===== config.mk =====
export PLATFORM = sky130hd
export DESIGN_NAME = hilbert_fir_filter_top
export DESIGN_NICKNAME = d
export VERILOG_FILES = /design/src/hfir_pkg.sv /design/src/hfir_delay_mem.sv /design/src/hfir_digit_mac.sv /design/src/hfir_ctrl.sv /design/src/hilbert_fir_filter_top.sv
export VERILOG_INCLUDE_DIRS = /design/src /design/src/src
export SDC_FILE = /design/constraint.sdc
export NUM_CORES = 2
export LEC_CHECK = 0
export ABC_AREA = 1
export BUFFER_PORTS_ARGS = -buffer_cell sky130_fd_sc_hd__buf_2
export CAP_MARGIN = 10
export CELL_PAD_IN_SITES_DETAIL_PLACEMENT = 1
export CELL_PAD_IN_SITES_GLOBAL_PLACEMENT = 1
export CORE_MARGIN = 4
export CORE_UTILIZATION = 50
export DETAILED_ROUTE_END_ITERATION = 7
export MAX_ROUTING_LAYER = met4
export PLACE_DENSITY_LB_ADDON = 0.25
export SYNTH_ARGS = -nofsm -noshare
export SYNTH_HDL_FRONTEND = slang
export SYNTH_SLANG_ARGS = --single-unit

===== constraint.sdc =====
create_clock -name clock -period 22.9 [get_ports clock]
set_clock_uncertainty 0.2 [all_clocks]
set_input_delay 6.87 -clock clock [delete_from_list [all_inputs] [get_ports clock]]
set_output_delay 6.87 -clock clock [all_outputs]
set_load 0.02 [all_outputs]

===== src/hilbert_fir_filter_top_assert.svh =====
`ifndef HILBERT_FIR_FILTER_TOP_ASSERT_SVH
`define HILBERT_FIR_FILTER_TOP_ASSERT_SVH

// Same-cycle implication.
`define HFIR_ASSERT_NOW(label, clk, rst, ante, cons, msg) \
   label: assert property (@(posedge clk) disable iff (rst) (ante) |-> (cons)) \
      else $error(msg);

// Next-cycle implication.
`define HFIR_ASSERT_NEXT(label, clk, rst, ante, cons, msg) \
   label: assert property (@(posedge clk) disable iff (rst) (ante) |=> (cons)) \
      else $error(msg);

`endif


===== src/hfir_pkg.sv =====
package hfir_pkg;

   localparam int ORDER       = 64;
   localparam int SAMPLE_BITS = 16;
   localparam int COEF_BITS   = 18;

   localparam int NTAPS      = ORDER + 1;
   localparam int HALF       = ORDER / 2;
   localparam int COEF_FRAC  = COEF_BITS - 2;
   localparam int NPAIR      = (HALF + 1) / 2;
   localparam int ADDR_BITS  = $clog2(NTAPS);
   localparam int PAIR_BITS  = (NPAIR > 1) ? $clog2(NPAIR) : 1;
   localparam int DIFF_BITS  = SAMPLE_BITS + 1;
   localparam int DIGIT_BITS = 6;
   localparam int NDIG       = (DIFF_BITS + DIGIT_BITS - 1) / DIGIT_BITS;
   localparam int DEXT_BITS  = NDIG * DIGIT_BITS;
   localparam int DIG_BITS   = (NDIG > 1) ? $clog2(NDIG) : 1;
   localparam int PP_BITS    = COEF_BITS + DIGIT_BITS + 1;
   localparam int PROD_BITS  = COEF_BITS + DEXT_BITS;
   localparam int ACC_BITS   = PROD_BITS + $clog2(NPAIR + 1);
   localparam int RND_BITS   = ACC_BITS + 1;
   localparam int YQ_BITS    = RND_BITS - COEF_FRAC;
   localparam int TDATA_BITS = ((SAMPLE_BITS + 7) / 8) * 8;
   localparam int ROUND_HALF = 2 ** (COEF_FRAC - 1);

   localparam longint          ONE_Q30     = longint'(1) << 30;
   localparam longint unsigned PI_HALF_Q30 = 64'd1686629713;
   localparam longint          C054_Q30    = 64'sd579820585;
   localparam longint          C046_Q30    = 64'sd493921239;

   typedef logic [ADDR_BITS-1:0]          addr_type;
   typedef logic [ADDR_BITS:0]            addr_w1_type;
   typedef logic [PAIR_BITS-1:0]          pair_type;
   typedef logic [DIG_BITS-1:0]           dig_type;
   typedef logic [SAMPLE_BITS-1:0]        sample_type;
   typedef logic [TDATA_BITS-1:0]         tdata_type;
   typedef logic signed [COEF_BITS-1:0]   coef_type;
   typedef logic signed [DIFF_BITS-1:0]   diff_type;
   typedef logic signed [DEXT_BITS-1:0]   dext_type;
   typedef logic signed [PP_BITS-1:0]     pp_type;
   typedef logic signed [PROD_BITS-1:0]   prod_type;
   typedef logic signed [ACC_BITS-1:0]    acc_type;
   typedef logic signed [RND_BITS-1:0]    rnd_type;
   typedef logic [YQ_BITS-1:0]            yq_type;
   typedef coef_type                      coef_rom_type [NPAIR];

   typedef enum logic [2:0] {
      ST_IDLE,
      ST_FETCH,
      ST_MUL,
      ST_FLUSH,
      ST_ROUND
   } state_type;

   typedef struct packed {
      logic     we;
      addr_type waddr;
      logic     re;
      addr_type raddr_a;
      addr_type raddr_b;
   } mem_ctl_type;

   typedef struct packed {
      logic     clear;
      logic     load;
      logic     step;
      logic     last;
      coef_type coef;
   } mac_ctl_type;

   // Unsigned 64-bit quotient by shift and subtract, elaboration time only.
   function automatic longint unsigned div_u64(longint unsigned num, longint unsigned den);
      longint unsigned quo;
      longint unsigned rem;
      quo = 0;
      rem = 0;
      for (int b = 63; b >= 0; b--) begin
         rem = {rem[62:0], num[b]};
         if (rem >= den) begin
            rem    = rem - den;
            quo[b] = 1'b1;
         end
      end
      return quo;
   endfunction

   // Positive tap magnitudes, one per odd offset a = 2*i+1 from the centre.
   function automatic coef_rom_type build_coef_rom();
      coef_rom_type    rom;
      longint          hq [NPAIR];
      longint          gain;
      longint          lim;
      longint          sum;
      longint          cv;
      longint          sv;
      longint          cs;
      longint          w60;
      longint          w30;
      longint          m;
      longint unsigned a;
      longint unsigned p;
      longint unsigned q;
      longint unsigned quad;
      longint unsigned r;
      longint unsigned th;
      longint unsigned th2;
      longint unsigned t;
      longint unsigned k;
      gain = 0;
      lim  = (longint'(1) << (COEF_BITS - 1)) - 1;
      for (int i = 0; i < NPAIR; i++) begin
         a    = $unsigned(longint'(2 * i + 1));
         p    = $unsigned(longint'(HALF)) + a;
         q    = 4 * (p % ORDER);
         quad = q / ORDER;
         r    = q % ORDER;
         th   = (PI_HALF_Q30 * r + ORDER / 2) / ORDER;
         th2  = (th * th) >> 30;
         t    = $unsigned(ONE_Q30);
         k    = 1;
         sum  = 0;
         for (int n = 0; n < 10; n++) begin
            if (n % 2 == 1) sum = sum - $signed(t);
            else sum = sum + $signed(t);
            t = div_u64((t * th2) >> 30, k * (k + 1));
            k = k + 2;
         end
         cv  = sum;
         t   = th;
         k   = 2;
         sum = 0;
         for (int n = 0; n < 10; n++) begin
            if (n % 2 == 1) sum = sum - $signed(t);
            else sum = sum + $signed(t);
            t = div_u64((t * th2) >> 30, k * (k + 1));
            k = k + 2;
         end
         sv = sum;
         case (quad)
            0: cs = cv;
            1: cs = -sv;
            2: cs = -cv;
            default: cs = sv;
         endcase
         w60 = C054_Q30 * ONE_Q30 - C046_Q30 * cs;
         if (w60 < 0) w60 = 0;
         w30   = $signed(($unsigned(w60) + (64'd1 << 29)) >> 30);
         hq[i] = $signed(div_u64($unsigned(w30) + (a >> 1), a));
         if ((a & 64'd3) == 64'd1) gain = gain + hq[i];
         else gain = gain - hq[i];
      end
      gain = gain * 2;
      if (gain <= 0) gain = 1;
      for (int i = 0; i < NPAIR; i++) begin
         m = $signed(div_u64(($unsigned(hq[i]) << COEF_FRAC) + $unsigned(gain >>> 1),
                             $unsigned(gain)));
         if (m > lim) m = lim;
         rom[i] = coef_type'(m);
      end
      return rom;
   endfunction

   localparam coef_rom_type COEF_ROM = build_coef_rom();

endpackage


===== src/hfir_delay_mem.sv =====
module hfir_delay_mem (
   input  logic                 clock,
   input  logic                 reset,
   input  hfir_pkg::mem_ctl_type ctl,
   input  hfir_pkg::sample_type wdata,
   output hfir_pkg::sample_type rdata_a,
   output hfir_pkg::sample_type rdata_b
);

   hfir_pkg::sample_type         mem_ff [hfir_pkg::NTAPS];
   hfir_pkg::sample_type         q_a_ff;
   hfir_pkg::sample_type         q_b_ff;
   logic [hfir_pkg::NTAPS-1:0]   valid_ff;
   logic                         va_ff;
   logic                         vb_ff;

   // Storage and read data: no reset.
   always_ff @(posedge clock) begin
      if (ctl.we) begin
         mem_ff[ctl.waddr] <= wdata;
      end
      if (ctl.re) begin
         q_a_ff <= mem_ff[ctl.raddr_a];
         q_b_ff <= mem_ff[ctl.raddr_b];
      end
   end

   // Per-entry valid bits; an unwritten entry reads as zero.
   always_ff @(posedge clock) begin
      if (reset) begin
         valid_ff <= '0;
         va_ff    <= 1'b0;
         vb_ff    <= 1'b0;
      end else begin
         if (ctl.we) begin
            valid_ff[ctl.waddr] <= 1'b1;
         end
         if (ctl.re) begin
            va_ff <= valid_ff[ctl.raddr_a];
            vb_ff <= valid_ff[ctl.raddr_b];
         end
      end
   end

   assign rdata_a = va_ff ? q_a_ff : '0;
   assign rdata_b = vb_ff ? q_b_ff : '0;

endmodule


===== src/hfir_digit_mac.sv =====
module hfir_digit_mac (
   input  logic                  clock,
   input  logic                  reset,
   input  hfir_pkg::mac_ctl_type ctl,
   input  hfir_pkg::sample_type  sample_a,
   input  hfir_pkg::sample_type  sample_b,
   output hfir_pkg::acc_type     acc
);

   hfir_pkg::diff_type              diff;
   hfir_pkg::dext_type              diff_ext;
   logic [hfir_pkg::DEXT_BITS-1:0]  sr_ff;
   logic [hfir_pkg::DEXT_BITS-1:0]  sr_in;
   hfir_pkg::coef_type              coef_ff;
   hfir_pkg::coef_type              coef_in;
   hfir_pkg::coef_type              coef_sel;
   logic signed [hfir_pkg::DIGIT_BITS:0] digit;
   hfir_pkg::pp_type                pp;
   hfir_pkg::prod_type              prod_ff;
   hfir_pkg::prod_type              prod_in;
   logic                            done_ff;
   logic                            done_in;
   hfir_pkg::acc_type               acc_ff;
   hfir_pkg::acc_type               acc_in;

   // Antisymmetric pair: m*x[centre-a] - m*x[centre+a] = m*(difference).
   assign diff     = hfir_pkg::diff_type'($signed(sample_a))
                   - hfir_pkg::diff_type'($signed(sample_b));
   assign diff_ext = hfir_pkg::dext_type'(diff);

   // Horner, most significant digit first; top digit signed, rest unsigned.
   always_comb begin
      coef_sel = ctl.load ? ctl.coef : coef_ff;
      if (ctl.load) begin
         digit = {diff_ext[hfir_pkg::DEXT_BITS-1],
                  diff_ext[hfir_pkg::DEXT_BITS-1 -: hfir_pkg::DIGIT_BITS]};
      end else begin
         digit = {1'b0, sr_ff[hfir_pkg::DEXT_BITS-1 -: hfir_pkg::DIGIT_BITS]};
      end
      pp = coef_sel * digit;

      sr_in   = sr_ff;
      coef_in = coef_ff;
      prod_in = prod_ff;
      done_in = (ctl.load | ctl.step) & ctl.last;
      if (ctl.load) begin
         sr_in   = diff_ext << hfir_pkg::DIGIT_BITS;
         coef_in = ctl.coef;
         prod_in = hfir_pkg::prod_type'(pp);
      end else if (ctl.step) begin
         sr_in   = sr_ff << hfir_pkg::DIGIT_BITS;
         prod_in = (prod_ff <<< hfir_pkg::DIGIT_BITS) + hfir_pkg::prod_type'(pp);
      end

      acc_in = acc_ff;
      if (ctl.clear) begin
         acc_in = '0;
      end else if (done_ff) begin
         acc_in = acc_ff + hfir_pkg::acc_type'(prod_ff);
      end
   end

   always_ff @(posedge clock) begin
      sr_ff   <= sr_in;
      coef_ff <= coef_in;
      prod_ff <= prod_in;
   end

   always_ff @(posedge clock) begin
      if (reset) begin
         done_ff <= 1'b0;
         acc_ff  <= '0;
      end else begin
         done_ff <= done_in;
         acc_ff  <= acc_in;
      end
   end

   assign acc = acc_ff;

endmodule


===== src/hfir_ctrl.sv =====
`include "hilbert_fir_filter_top_assert.svh"

module hfir_ctrl (
   input  logic                  clock,
   input  logic                  reset,
   input  logic                  req_valid,
   input  logic                  out_free,
   output logic                  ready,
   output logic                  out_load,
   output hfir_pkg::mem_ctl_type mem,
   output hfir_pkg::mac_ctl_type mac
);

   hfir_pkg::state_type   state_ff;
   hfir_pkg::state_type   state_in;
   hfir_pkg::addr_type    wp_ff;
   hfir_pkg::addr_type    wp_in;
   hfir_pkg::pair_type    pair_ff;
   hfir_pkg::pair_type    pair_in;
   hfir_pkg::dig_type     dig_ff;
   hfir_pkg::dig_type     dig_in;
   hfir_pkg::pair_type    rd_pair;
   hfir_pkg::addr_w1_type off_a;
   hfir_pkg::addr_w1_type off_b;
   hfir_pkg::addr_w1_type sum_a;
   hfir_pkg::addr_w1_type sum_b;
   logic                  last_pair;
   logic                  last_dig;

   always_ff @(posedge clock) begin
      if (reset) begin
         state_ff <= hfir_pkg::ST_IDLE;
         wp_ff    <= '0;
         pair_ff  <= '0;
         dig_ff   <= '0;
      end else begin
         state_ff <= state_in;
         wp_ff    <= wp_in;
         pair_ff  <= pair_in;
         dig_ff   <= dig_in;
      end
   end

   always_comb begin
      state_in = state_ff;
      wp_in    = wp_ff;
      pair_in  = pair_ff;
      dig_in   = dig_ff;
      ready    = 1'b0;
      out_load = 1'b0;

      last_pair = (pair_ff == hfir_pkg::pair_type'(hfir_pkg::NPAIR - 1));
      last_dig  = (dig_ff == hfir_pkg::dig_type'(hfir_pkg::NDIG - 1));

      // Tap pair to fetch: oldest sample sits at the write pointer.
      rd_pair = (state_ff == hfir_pkg::ST_FETCH) ? '0 : pair_ff + hfir_pkg::pair_type'(1);
      off_a   = hfir_pkg::addr_w1_type'(hfir_pkg::HALF - 1)
              - hfir_pkg::addr_w1_type'({rd_pair, 1'b0});
      off_b   = hfir_pkg::addr_w1_type'(hfir_pkg::HALF + 1)
              + hfir_pkg::addr_w1_type'({rd_pair, 1'b0});
      sum_a   = hfir_pkg::addr_w1_type'(wp_ff) + off_a;
      sum_b   = hfir_pkg::addr_w1_type'(wp_ff) + off_b;

      mem.we    = 1'b0;
      mem.waddr = wp_ff;
      mem.re    = 1'b0;
      mem.raddr_a = (sum_a >= hfir_pkg::addr_w1_type'(hfir_pkg::NTAPS))
                  ? hfir_pkg::addr_type'(sum_a - hfir_pkg::addr_w1_type'(hfir_pkg::NTAPS))
                  : hfir_pkg::addr_type'(sum_a);
      mem.raddr_b = (sum_b >= hfir_pkg::addr_w1_type'(hfir_pkg::NTAPS))
                  ? hfir_pkg::addr_type'(sum_b - hfir_pkg::addr_w1_type'(hfir_pkg::NTAPS))
                  : hfir_pkg::addr_type'(sum_b);

      mac.clear = 1'b0;
      mac.load  = 1'b0;
      mac.step  = 1'b0;
      mac.last  = 1'b0;
      mac.coef  = hfir_pkg::COEF_ROM[pair_ff];

      case (state_ff)
         hfir_pkg::ST_IDLE: begin
            ready = 1'b1;
            if (req_valid) begin
               mem.we    = 1'b1;
               mac.clear = 1'b1;
               wp_in     = (wp_ff == hfir_pkg::addr_type'(hfir_pkg::NTAPS - 1))
                         ? '0 : wp_ff + hfir_pkg::addr_type'(1);
               pair_in   = '0;
               dig_in    = '0;
               state_in  = hfir_pkg::ST_FETCH;
            end
         end
         hfir_pkg::ST_FETCH: begin
            mem.re   = 1'b1;
            state_in = hfir_pkg::ST_MUL;
         end
         hfir_pkg::ST_MUL: begin
            if (dig_ff == '0) begin
               mac.load = 1'b1;
               mem.re   = !last_pair;
            end else begin
               mac.step = 1'b1;
            end
            if (last_dig) begin
               mac.last = 1'b1;
               dig_in   = '0;
               if (last_pair) begin
                  state_in = hfir_pkg::ST_FLUSH;
               end else begin
                  pair_in = pair_ff + hfir_pkg::pair_type'(1);
               end
            end else begin
               dig_in = dig_ff + hfir_pkg::dig_type'(1);
            end
         end
         hfir_pkg::ST_FLUSH: begin
            state_in = hfir_pkg::ST_ROUND;
         end
         hfir_pkg::ST_ROUND: begin
            if (out_free) begin
               out_load = 1'b1;
               state_in = hfir_pkg::ST_IDLE;
            end
         end
         default: begin
            state_in = hfir_pkg::ST_IDLE;
         end
      endcase
   end

   `HFIR_ASSERT_NOW(a_no_rw_clash, clock, reset, mem.we, !mem.re, "delay line written and read together")
   `HFIR_ASSERT_NOW(a_raddr_range, clock, reset, mem.re, (32'(mem.raddr_a) < hfir_pkg::NTAPS) && (32'(mem.raddr_b) < hfir_pkg::NTAPS), "read address beyond delay line")
   `HFIR_ASSERT_NEXT(a_last_flush, clock, reset, mac.last && last_pair, state_ff == hfir_pkg::ST_FLUSH, "last product not flushed")
   `HFIR_ASSERT_NEXT(a_busy_after_accept, clock, reset, mem.we, !ready && (dig_ff == '0) && (pair_ff == '0), "sequencer not restarted on transaction")

endmodule


===== src/hilbert_fir_filter_top.sv =====
// Hilbert-transform FIR, 65 taps, one sample in and one sample out per transaction.
// The antisymmetric odd taps are folded into 16 pre-subtracted pairs, and each pair
// goes through a digit-serial multiplier that takes 6 bits of the difference per cycle,
// so three digits per pair. A sample passes through these steps, in order, before the
// next one is accepted: accept, delay-line fetch, multiply, accumulate, round and
// saturate, where the round step waits until the output register is free; the result is
// then registered on the output. A new sample may be accepted while the previous result
// still waits on the output. The delay line starts cleared straight out of reset through
// per-entry valid bits, with no clearing pass.
module hilbert_fir_filter_top (
   input  logic                clock,
   input  logic                reset,
   input  logic                req_tvalid,
   output logic                req_tready,
   input  hfir_pkg::tdata_type req_tdata,   // [15:0] sample_in
   output logic                rsp_tvalid,
   input  logic                rsp_tready,
   output hfir_pkg::tdata_type rsp_tdata    // [15:0] sample_out
);

   hfir_pkg::mem_ctl_type mem_ctl;
   hfir_pkg::mac_ctl_type mac_ctl;
   hfir_pkg::sample_type  rdata_a;
   hfir_pkg::sample_type  rdata_b;
   hfir_pkg::acc_type     acc;
   logic                  ready;
   logic                  out_load;
   logic                  out_free;
   hfir_pkg::rnd_type     rnd;
   hfir_pkg::yq_type      yq;
   logic [hfir_pkg::YQ_BITS-hfir_pkg::SAMPLE_BITS:0] upper;
   logic                  in_range;
   hfir_pkg::sample_type  y;
   logic                  rsp_valid_ff;
   logic                  rsp_valid_in;
   hfir_pkg::sample_type  rsp_data_ff;
   hfir_pkg::sample_type  rsp_data_in;

   hfir_ctrl u_ctrl (
      .clock     (clock),
      .reset     (reset),
      .req_valid (req_tvalid),
      .out_free  (out_free),
      .ready     (ready),
      .out_load  (out_load),
      .mem       (mem_ctl),
      .mac       (mac_ctl)
   );

   hfir_delay_mem u_mem (
      .clock   (clock),
      .reset   (reset),
      .ctl     (mem_ctl),
      .wdata   (req_tdata[hfir_pkg::SAMPLE_BITS-1:0]),
      .rdata_a (rdata_a),
      .rdata_b (rdata_b)
   );

   hfir_digit_mac u_mac (
      .clock    (clock),
      .reset    (reset),
      .ctl      (mac_ctl),
      .sample_a (rdata_a),
      .sample_b (rdata_b),
      .acc      (acc)
   );

   assign req_tready = ready;
   assign out_free   = !rsp_valid_ff || rsp_tready;

   // Round half up, floor shift, saturate.
   always_comb begin
      rnd      = hfir_pkg::rnd_type'(acc) + hfir_pkg::rnd_type'(hfir_pkg::ROUND_HALF);
      yq       = rnd[hfir_pkg::RND_BITS-1:hfir_pkg::COEF_FRAC];
      upper    = yq[hfir_pkg::YQ_BITS-1:hfir_pkg::SAMPLE_BITS-1];
      in_range = (&upper) || !(|upper);
      if (in_range) begin
         y = yq[hfir_pkg::SAMPLE_BITS-1:0];
      end else if (yq[hfir_pkg::YQ_BITS-1]) begin
         y = {1'b1, {(hfir_pkg::SAMPLE_BITS-1){1'b0}}};
      end else begin
         y = {1'b0, {(hfir_pkg::SAMPLE_BITS-1){1'b1}}};
      end

      rsp_valid_in = rsp_valid_ff;
      rsp_data_in  = rsp_data_ff;
      if (out_load) begin
         rsp_valid_in = 1'b1;
         rsp_data_in  = y;
      end else if (rsp_tready) begin
         rsp_valid_in = 1'b0;
      end
   end

   always_ff @(posedge clock) begin
      if (reset) begin
         rsp_valid_ff <= 1'b0;
      end else begin
         rsp_valid_ff <= rsp_valid_in;
      end
   end

   always_ff @(posedge clock) begin
      rsp_data_ff <= rsp_data_in;
   end

   assign rsp_tvalid = rsp_valid_ff;
   assign rsp_tdata  = hfir_pkg::tdata_type'(rsp_data_ff);

endmodule


Yosys cells after proc, flatten, opt, wreduce, memory -nomap -nowiden
Memories as Yosys holds them, arrays and structs flattened. A register that Yosys moved wholly into a read port is not among the register bits.
Cells that the tools add are included.
- reduce and logical (&&, ||, !) cells: 18
- $add $sub $neg: 13
- muxes and demuxes: 49
- bitwise operators: 4
- multiply operators: 1
- eq/ne operators: 12
- order comparisons: 7
- operators with widths (kind ; count):
    18-bit two-way mux ; 5
    36-bit two-way mux ; 2
    65-bit bitwise OR ; 1
    16-bit two-way mux ; 4
    41-bit by 17-bit adder with 42-bit output, second input constant ; 1
    41-bit by 36-bit adder with 41-bit output ; 1
    36-bit by 25-bit adder with 36-bit output ; 1
    7-bit two-way mux ; 4
    18-bit by 7-bit multiplier with 25-bit output ; 1
    7-bit by 8-bit < comparator with 1-bit output, second input constant ; 3
    16-bit by 16-bit subtractor with 17-bit output ; 1
    8-bit by 7-bit >= comparator with 1-bit output, second input constant ; 2
    1-bit two-way mux ; 16
    4-bit two-way mux ; 4
    3-bit two-way mux ; 5
    3-bit one-hot mux with 5 select lines ; 1
    1-bit binary-select mux with 7-bit select ; 2
    7-bit subtractor, second input constant ; 2
    11-bit AND reduction ; 1
    11-bit OR reduction ; 1
    7-bit by 7-bit adder with 8-bit output ; 1
    7-bit by 8-bit adder with 8-bit output ; 1
    4-bit one-hot mux with 2 select lines ; 1
    4-bit AND reduction ; 2
    30 further kinds ; 41
- memories: 2
- output and inout port bits: 18
- bits in read-only memories: 288
- RAM bits: 1040
- register bits after elaboration: 208
- input bits: 20
- logic and storage cells: 120
- memory list (name ; depth ; bits a word ; rd ports ; clocked after Yosys merged registers in ; write ports ; line ; RTL):
    u_mem.mem_ff ; 65 ; 16 ; 2 ; 2 ; 1 ; hfir_delay_mem.sv:10 ; hfir_pkg::sample_type mem_ff [hfir_pkg::NTAPS];
    (no name shown) ; 16 ; 18 ; 1 ; 0 ; 0 ; hfir_ctrl.sv:78 ; mac.coef = hfir_pkg::COEF_ROM[pair_ff];

Depth between registers and ports, before layout
- depth in word-level cells: 9
- gate-level depth with buffers: 54
- mapped depth without buffers: 53

Hierarchy
Synthesis repeated with hierarchy kept, for this count alone.
- cell total of the unflattened synthesis: 8667
- area total of the unflattened synthesis: 74072.3 µm²
- modules (own cells, without submodules) (module ; cells each ; area each (µm²) ; times used ; sequential area each (µm²)):
    hfir_delay_mem ; 5927 ; 55896.1 ; 1 ; 33532.2
    hfir_digit_mac ; 2105 ; 14156.1 ; 1 ; 2642.5
    hfir_ctrl ; 397 ; 2461.1 ; 1 ; 320.3
    hilbert_fir_filter_top ; 238 ; 1559.0 ; 1 ; 500.5

Worst setup path after synthesis
No wires, ideal clock.
- path type: reg-to-reg
- start point: register u_ctrl.state_ff[2]
- end point: register u_mac.prod_ff[34] (data pin)
- stages on the path, launching flop included: 43
- path buffers: 2
- data arrival time: 9.494 ns
- required time: 22.438 ns
- path slack: 12.944 ns
- setup time: 0.262 ns
- period minus slack after synthesis: 9.956 ns
- path through: dfxtp_1 nor2_1 inv_1 nor2_2 inv_1 nor3_1 clkbuf_1 clkbuf_1 nand3_1 nand2_1 nand2_1 fa_1 inv_1 fa_1 fa_1 inv_1 fa_1 inv_1 [... 7 more ...] nand3_1 nand2_1 nand3_1 nand2_1 xor2_1 ha_1 a21oi_1 inv_1 a31oi_1 nor2_1 a311oi_1 nand3_1 nand2_1 nand2_1 a21oi_1 xor2_1 nand2_1 nand2_1
- longest elaborated chain between the ends: 7
- elaborated cells on any way between the ends: 8
- those cells by class: 1 x add/sub; 1 x mul; 1 x eq/ne; 5 x mux
- RTL lines (element ; line ; RTL):
    start: declaration ; hfir_ctrl.sv:14 ; hfir_pkg::state_type state_ff;
    start signal: assignment ; hfir_ctrl.sv:32 ; state_ff <= hfir_pkg::ST_IDLE;
    start signal: assignment ; hfir_ctrl.sv:37 ; state_ff <= state_in;
    3-bit by 2-bit == test with 1-bit output * ; hfir_ctrl.sv:80 ; case (state_ff)
    3-bit two-way mux * ; hfir_ctrl.sv:80 ;
    18-bit two-way mux / 7-bit two-way mux (equally long branches) ; hfir_digit_mac.sv:33, hfir_digit_mac.sv:34 ;
    18-bit by 7-bit multiplier with 25-bit output ; hfir_digit_mac.sv:40 ; pp = coef_sel * digit;
    36-bit by 25-bit adder with 36-bit output ; hfir_digit_mac.sv:52 ; prod_in = (prod_ff <<< hfir_pkg::DIGIT_BITS) + hfir_pkg::prod_type'(pp);
    36-bit two-way mux ; hfir_digit_mac.sv:50 ; end else if (ctl.step) begin
    36-bit two-way mux * ; hfir_digit_mac.sv:46 ; if (ctl.load) begin
    named net u_mac.prod_in[34] ; hfir_digit_mac.sv:20 ; hfir_pkg::prod_type prod_in;
    end signal: assignment ; hfir_digit_mac.sv:66 ; prod_ff <= prod_in;
    end: declaration ; hfir_digit_mac.sv:19 ; hfir_pkg::prod_type prod_ff;
Mark *: on every way through the listed nets, which the timed path passes. The rest lies on a longest branch. The select of a mux whose other input is x is not followed.
A chain may end at the register's enable or synchronous reset.

Final worst setup path
- start point: register u_mem.vb_ff
- end point: register u_mac.prod_ff[34] (data pin)
- longest elaborated chain between the ends: 7
- RTL lines (element ; line ; RTL):
    start: declaration ; hfir_delay_mem.sv:15 ; logic vb_ff;
    start signal: assignment ; hfir_delay_mem.sv:40 ; vb_ff <= valid_ff[ctl.raddr_b];
    16-bit two-way mux * ; hfir_delay_mem.sv:46 ; assign rdata_b = vb_ff ? q_b_ff : '0;
    16-bit by 16-bit subtractor with 17-bit output * ; hfir_digit_mac.sv:28 ; - hfir_pkg::diff_type'($signed(sample_b));
    7-bit two-way mux * ; hfir_digit_mac.sv:34 ; if (ctl.load) begin
    18-bit by 7-bit multiplier with 25-bit output * ; hfir_digit_mac.sv:40 ;
    36-bit by 25-bit adder with 36-bit output ; hfir_digit_mac.sv:52 ;
    36-bit two-way mux ; hfir_digit_mac.sv:50 ;
    36-bit two-way mux * ; hfir_digit_mac.sv:46 ;
    named net u_mac.prod_in[34] ; hfir_digit_mac.sv:20 ;
Marked as above.

==> metrics.md <==
| Metric | Value |
|---|---|
| Max-cap violations | 0 |
| Vias per cell | 6.43 |
| Final Setup Violations | 0 |
| Initial DRC Count | about 7200 |
| Share of layout cells above drive strength 1 | 6.47% |
| Die Y | a little under 400 microns |
| Synth unique cells | between 50 and 60 |
| I/O Pins | 38 |
| Flop and latch count out of synthesis | 1280 |
| TNS Setup | 0 ns |
| Slew @ Worst Pin | ~1.2 ns |
| Largest net degree at the start of global routing | ~200 |
| Fmax achieved | between 90 and 100 MHz |
| Die area | between 0.15 and 0.2 sq mm |
| Longest Clk Path Bufs | 3 |
| Crit path arrival time | approximately 11 ns |
| Clock sink total | 1280 |
| Residual DRC | 0 |
| Number of global-route vias before repair | 66200 |
| Clock root buffer | clkbuf_16 |
| Post-Synthesis Cell Area | approximately 0.073 sq mm |
| Die width | 390 microns |
| EDFF count, synth | about 1100 |
| Sequential area share after synthesis | 50.7% |
| Startpoint Class | flip-flop |
| Outcome | complete, no violations |
| Routed len/inst | 27.3 microns |
| Latest clock arrival within the worst-skew pair | 0.82 ns |
| Final Slew Violations | 0 |
| Routed WL | between 200 and 300 mm |
| # hold bufs at CTS | 0 |
| First-pass GRT wire length | between 400 and 500 mm |
| Area contributors post-synth | edfxtp_1 47%, o211ai_1 10%, nand2_1 8.9% |
| Buffer and inverter count on the worst path | 7 |
| Post-synth top cells | 1724 x nand2_1, 1136 x edfxtp_1, 1131 x nand3_1 |
| Fin util | 55.1% |
| Area leader, netlist | edfxtp_1 |
| Max H-tree Level | 4 |
| Post-synthesis instance total | a little over 8000 |
| Vias post-DR | between 60000 and 70000 |
| Filler cells | 16400 |
| RSZ-0062 raised after global routing | false |
| Critical Path Most Common Cell | nand2_1 |
| Fin. Hold Viols | 0 |
| Req. time, crit path | 23.23 ns |
| Resized Gates After CTS | 0 |
| Mean Syn Cell Area | roughly 9.0 sq um |
| Final period util | between 40% and 50% |
| Row cnt | around 140 |
| Final nets | 8192 |
| Setup Buffers After CTS | 0 |
| Post-synth top area share | 46.7% |
| Clock-pin slew of the registers on the worst-case setup and hold paths | roughly 0.060 ns |
| Initial core utilization | around half |
| Total gr overflow | 0 |
| Yosys warnings | 0 |
| Total GRT Usage | between 30% and 40% |
| CP delay by family, top | compound AO/OA/AOI/OAI gates |
| CTS tree | built |
| Crit end category | flip-flop |
| Port bufs | 37 |
| Worst Path Class, Setup | flip-flop to flip-flop |
| Relative slew slack | between 10% and 20% |
| DR pass1 iterations | 8 |
| Most instantiated library cell after synthesis | nand2_1 |
| Synth-to-layout area growth | 8.91% |
| Antenna violations before repair | 7 |
| Syn_nets | ~8400 |
| Slowest-stage cell, CP | dfxtp_1 |
| Asr flop ratio synth | 0% |
| Core footprint | between 0.1 and 0.15 sq mm |
| Worst min-delay path class | flip-flop to flip-flop |
| Num CTS Buffers | between 100 and 150 |
| Top FF cell, synth | edfxtp_1 |
| CP max stage delay | around 0.66 ns |
| Crit Path Max Fanout | 17 |
| ANT nets after route | 0 |
| Post-DP HPWL | 161 mm |
| Fin crit period | between 10 and 15 ns |
| Global placement routability congestion | around 0.94 |
==> final timing paths <==
path,start,endpoint,slack [ns],cells past startpoint
setup / recovery,u_mem.vb_ff,u_mac.prod_ff[34],11.82,50
hold / removal,u_mem.valid_ff[31],u_mem.valid_ff[31],0.27,2
setup reg to reg,u_mem.vb_ff,u_mac.prod_ff[34],11.82,50
hold reg to reg,u_mem.valid_ff[31],u_mem.valid_ff[31],0.27,2
==> worst min-delay path: cells and delay by family (launching register included) <==
kind | cells | cell delay [ns]
and+or+nand+nor | 2 | 0.12
DFF | 1 | 0.32
==> layer usage <==
metal	GRT usage (%)	share of wire, %	vias to the layer above	wire length, microns
met2	56.6	46	3570	125000
met1	44.9	38	31700	104000
met3	6.52	10	850	27400
met5	-	0	-	0
met4	18.1	5.5	0	15000
li1	-	-	27800	-
==> state kept, by name, indices dropped and copies added (netlist names) <==
name	count
u_mem.mem_ff	1040
rsp_tdata	16
u_mac.done_ff	1
u_ctrl.dig_ff	2
u_ctrl.wp_ff	7
u_mac.prod_ff	36
u_mem.vb_ff	1
u_ctrl.pair_ff	4
u_mac.acc	41
u_mac.sr_ff	12
u_mem.va_ff	1
u_mem.valid_ff	65
u_mem.q_b_ff	16
u_ctrl.state_ff	3
u_mac.coef_ff	18
rsp_tvalid	1
u_mem.q_a_ff	16
==> cell families after synthesis <==
family / after synthesis / synth area share [%]
xor+xnor: 113 / 1.42
flops: 1280 / 50.7
fa+ha+maj: 256 / 5.40
buf+inv: 1534 / 8.64
compound gates: 1489 / 13.9
simple gates: 3436 / 20.0
==> layout make-up <==
cell class	instances	area, sq um	area share [%]
clock buffers	203	4050	5.10
well taps	1903	2380	2.99
repair buffers	177	1370	1.72
clock inverters	71	791	0.994
diodes	7	17.5	0.0220
inverters	1016	3820	4.81
flip-flops and latches	1280	37000	46.5
multi-input cells	5294	30100	37.9
==> placed cells by master (no fill, tap or decap), types with 61 or more instances in the layout <==
cell       count
nand2_1     1723
edfxtp_1    1136
nand3_1     1131
inv_1       1000
o211ai_1     973
nor2_1       404
a21oi_1      207
o21ai_0      192
ha_1         157
clkbuf_16    150
dfxtp_1      144
buf_4        131
fa_1          99
xor2_1        61
==> stage by stage <==
stage | std cells | hold slack, ns | instance area [sq um] | setup WS (ns)
after global placement | 9668 | 0.250 | 74600 | 11.89
after detailed placement | 9668 | 0.259 | 74600 | 11.70
final | 9951 | 0.268 | 79500 | 11.82
after floorplan | 8108 | 0.240 | 73000 | 12.94
after CTS | 9942 | 0.273 | 79500 | 11.67
after global routing | 9949 | 0.299 | 79500 | 10.57
Power is left out: the tool's default activity adds up to more than one toggle a clock period on the data nets, which glitch-free logic cannot reach.
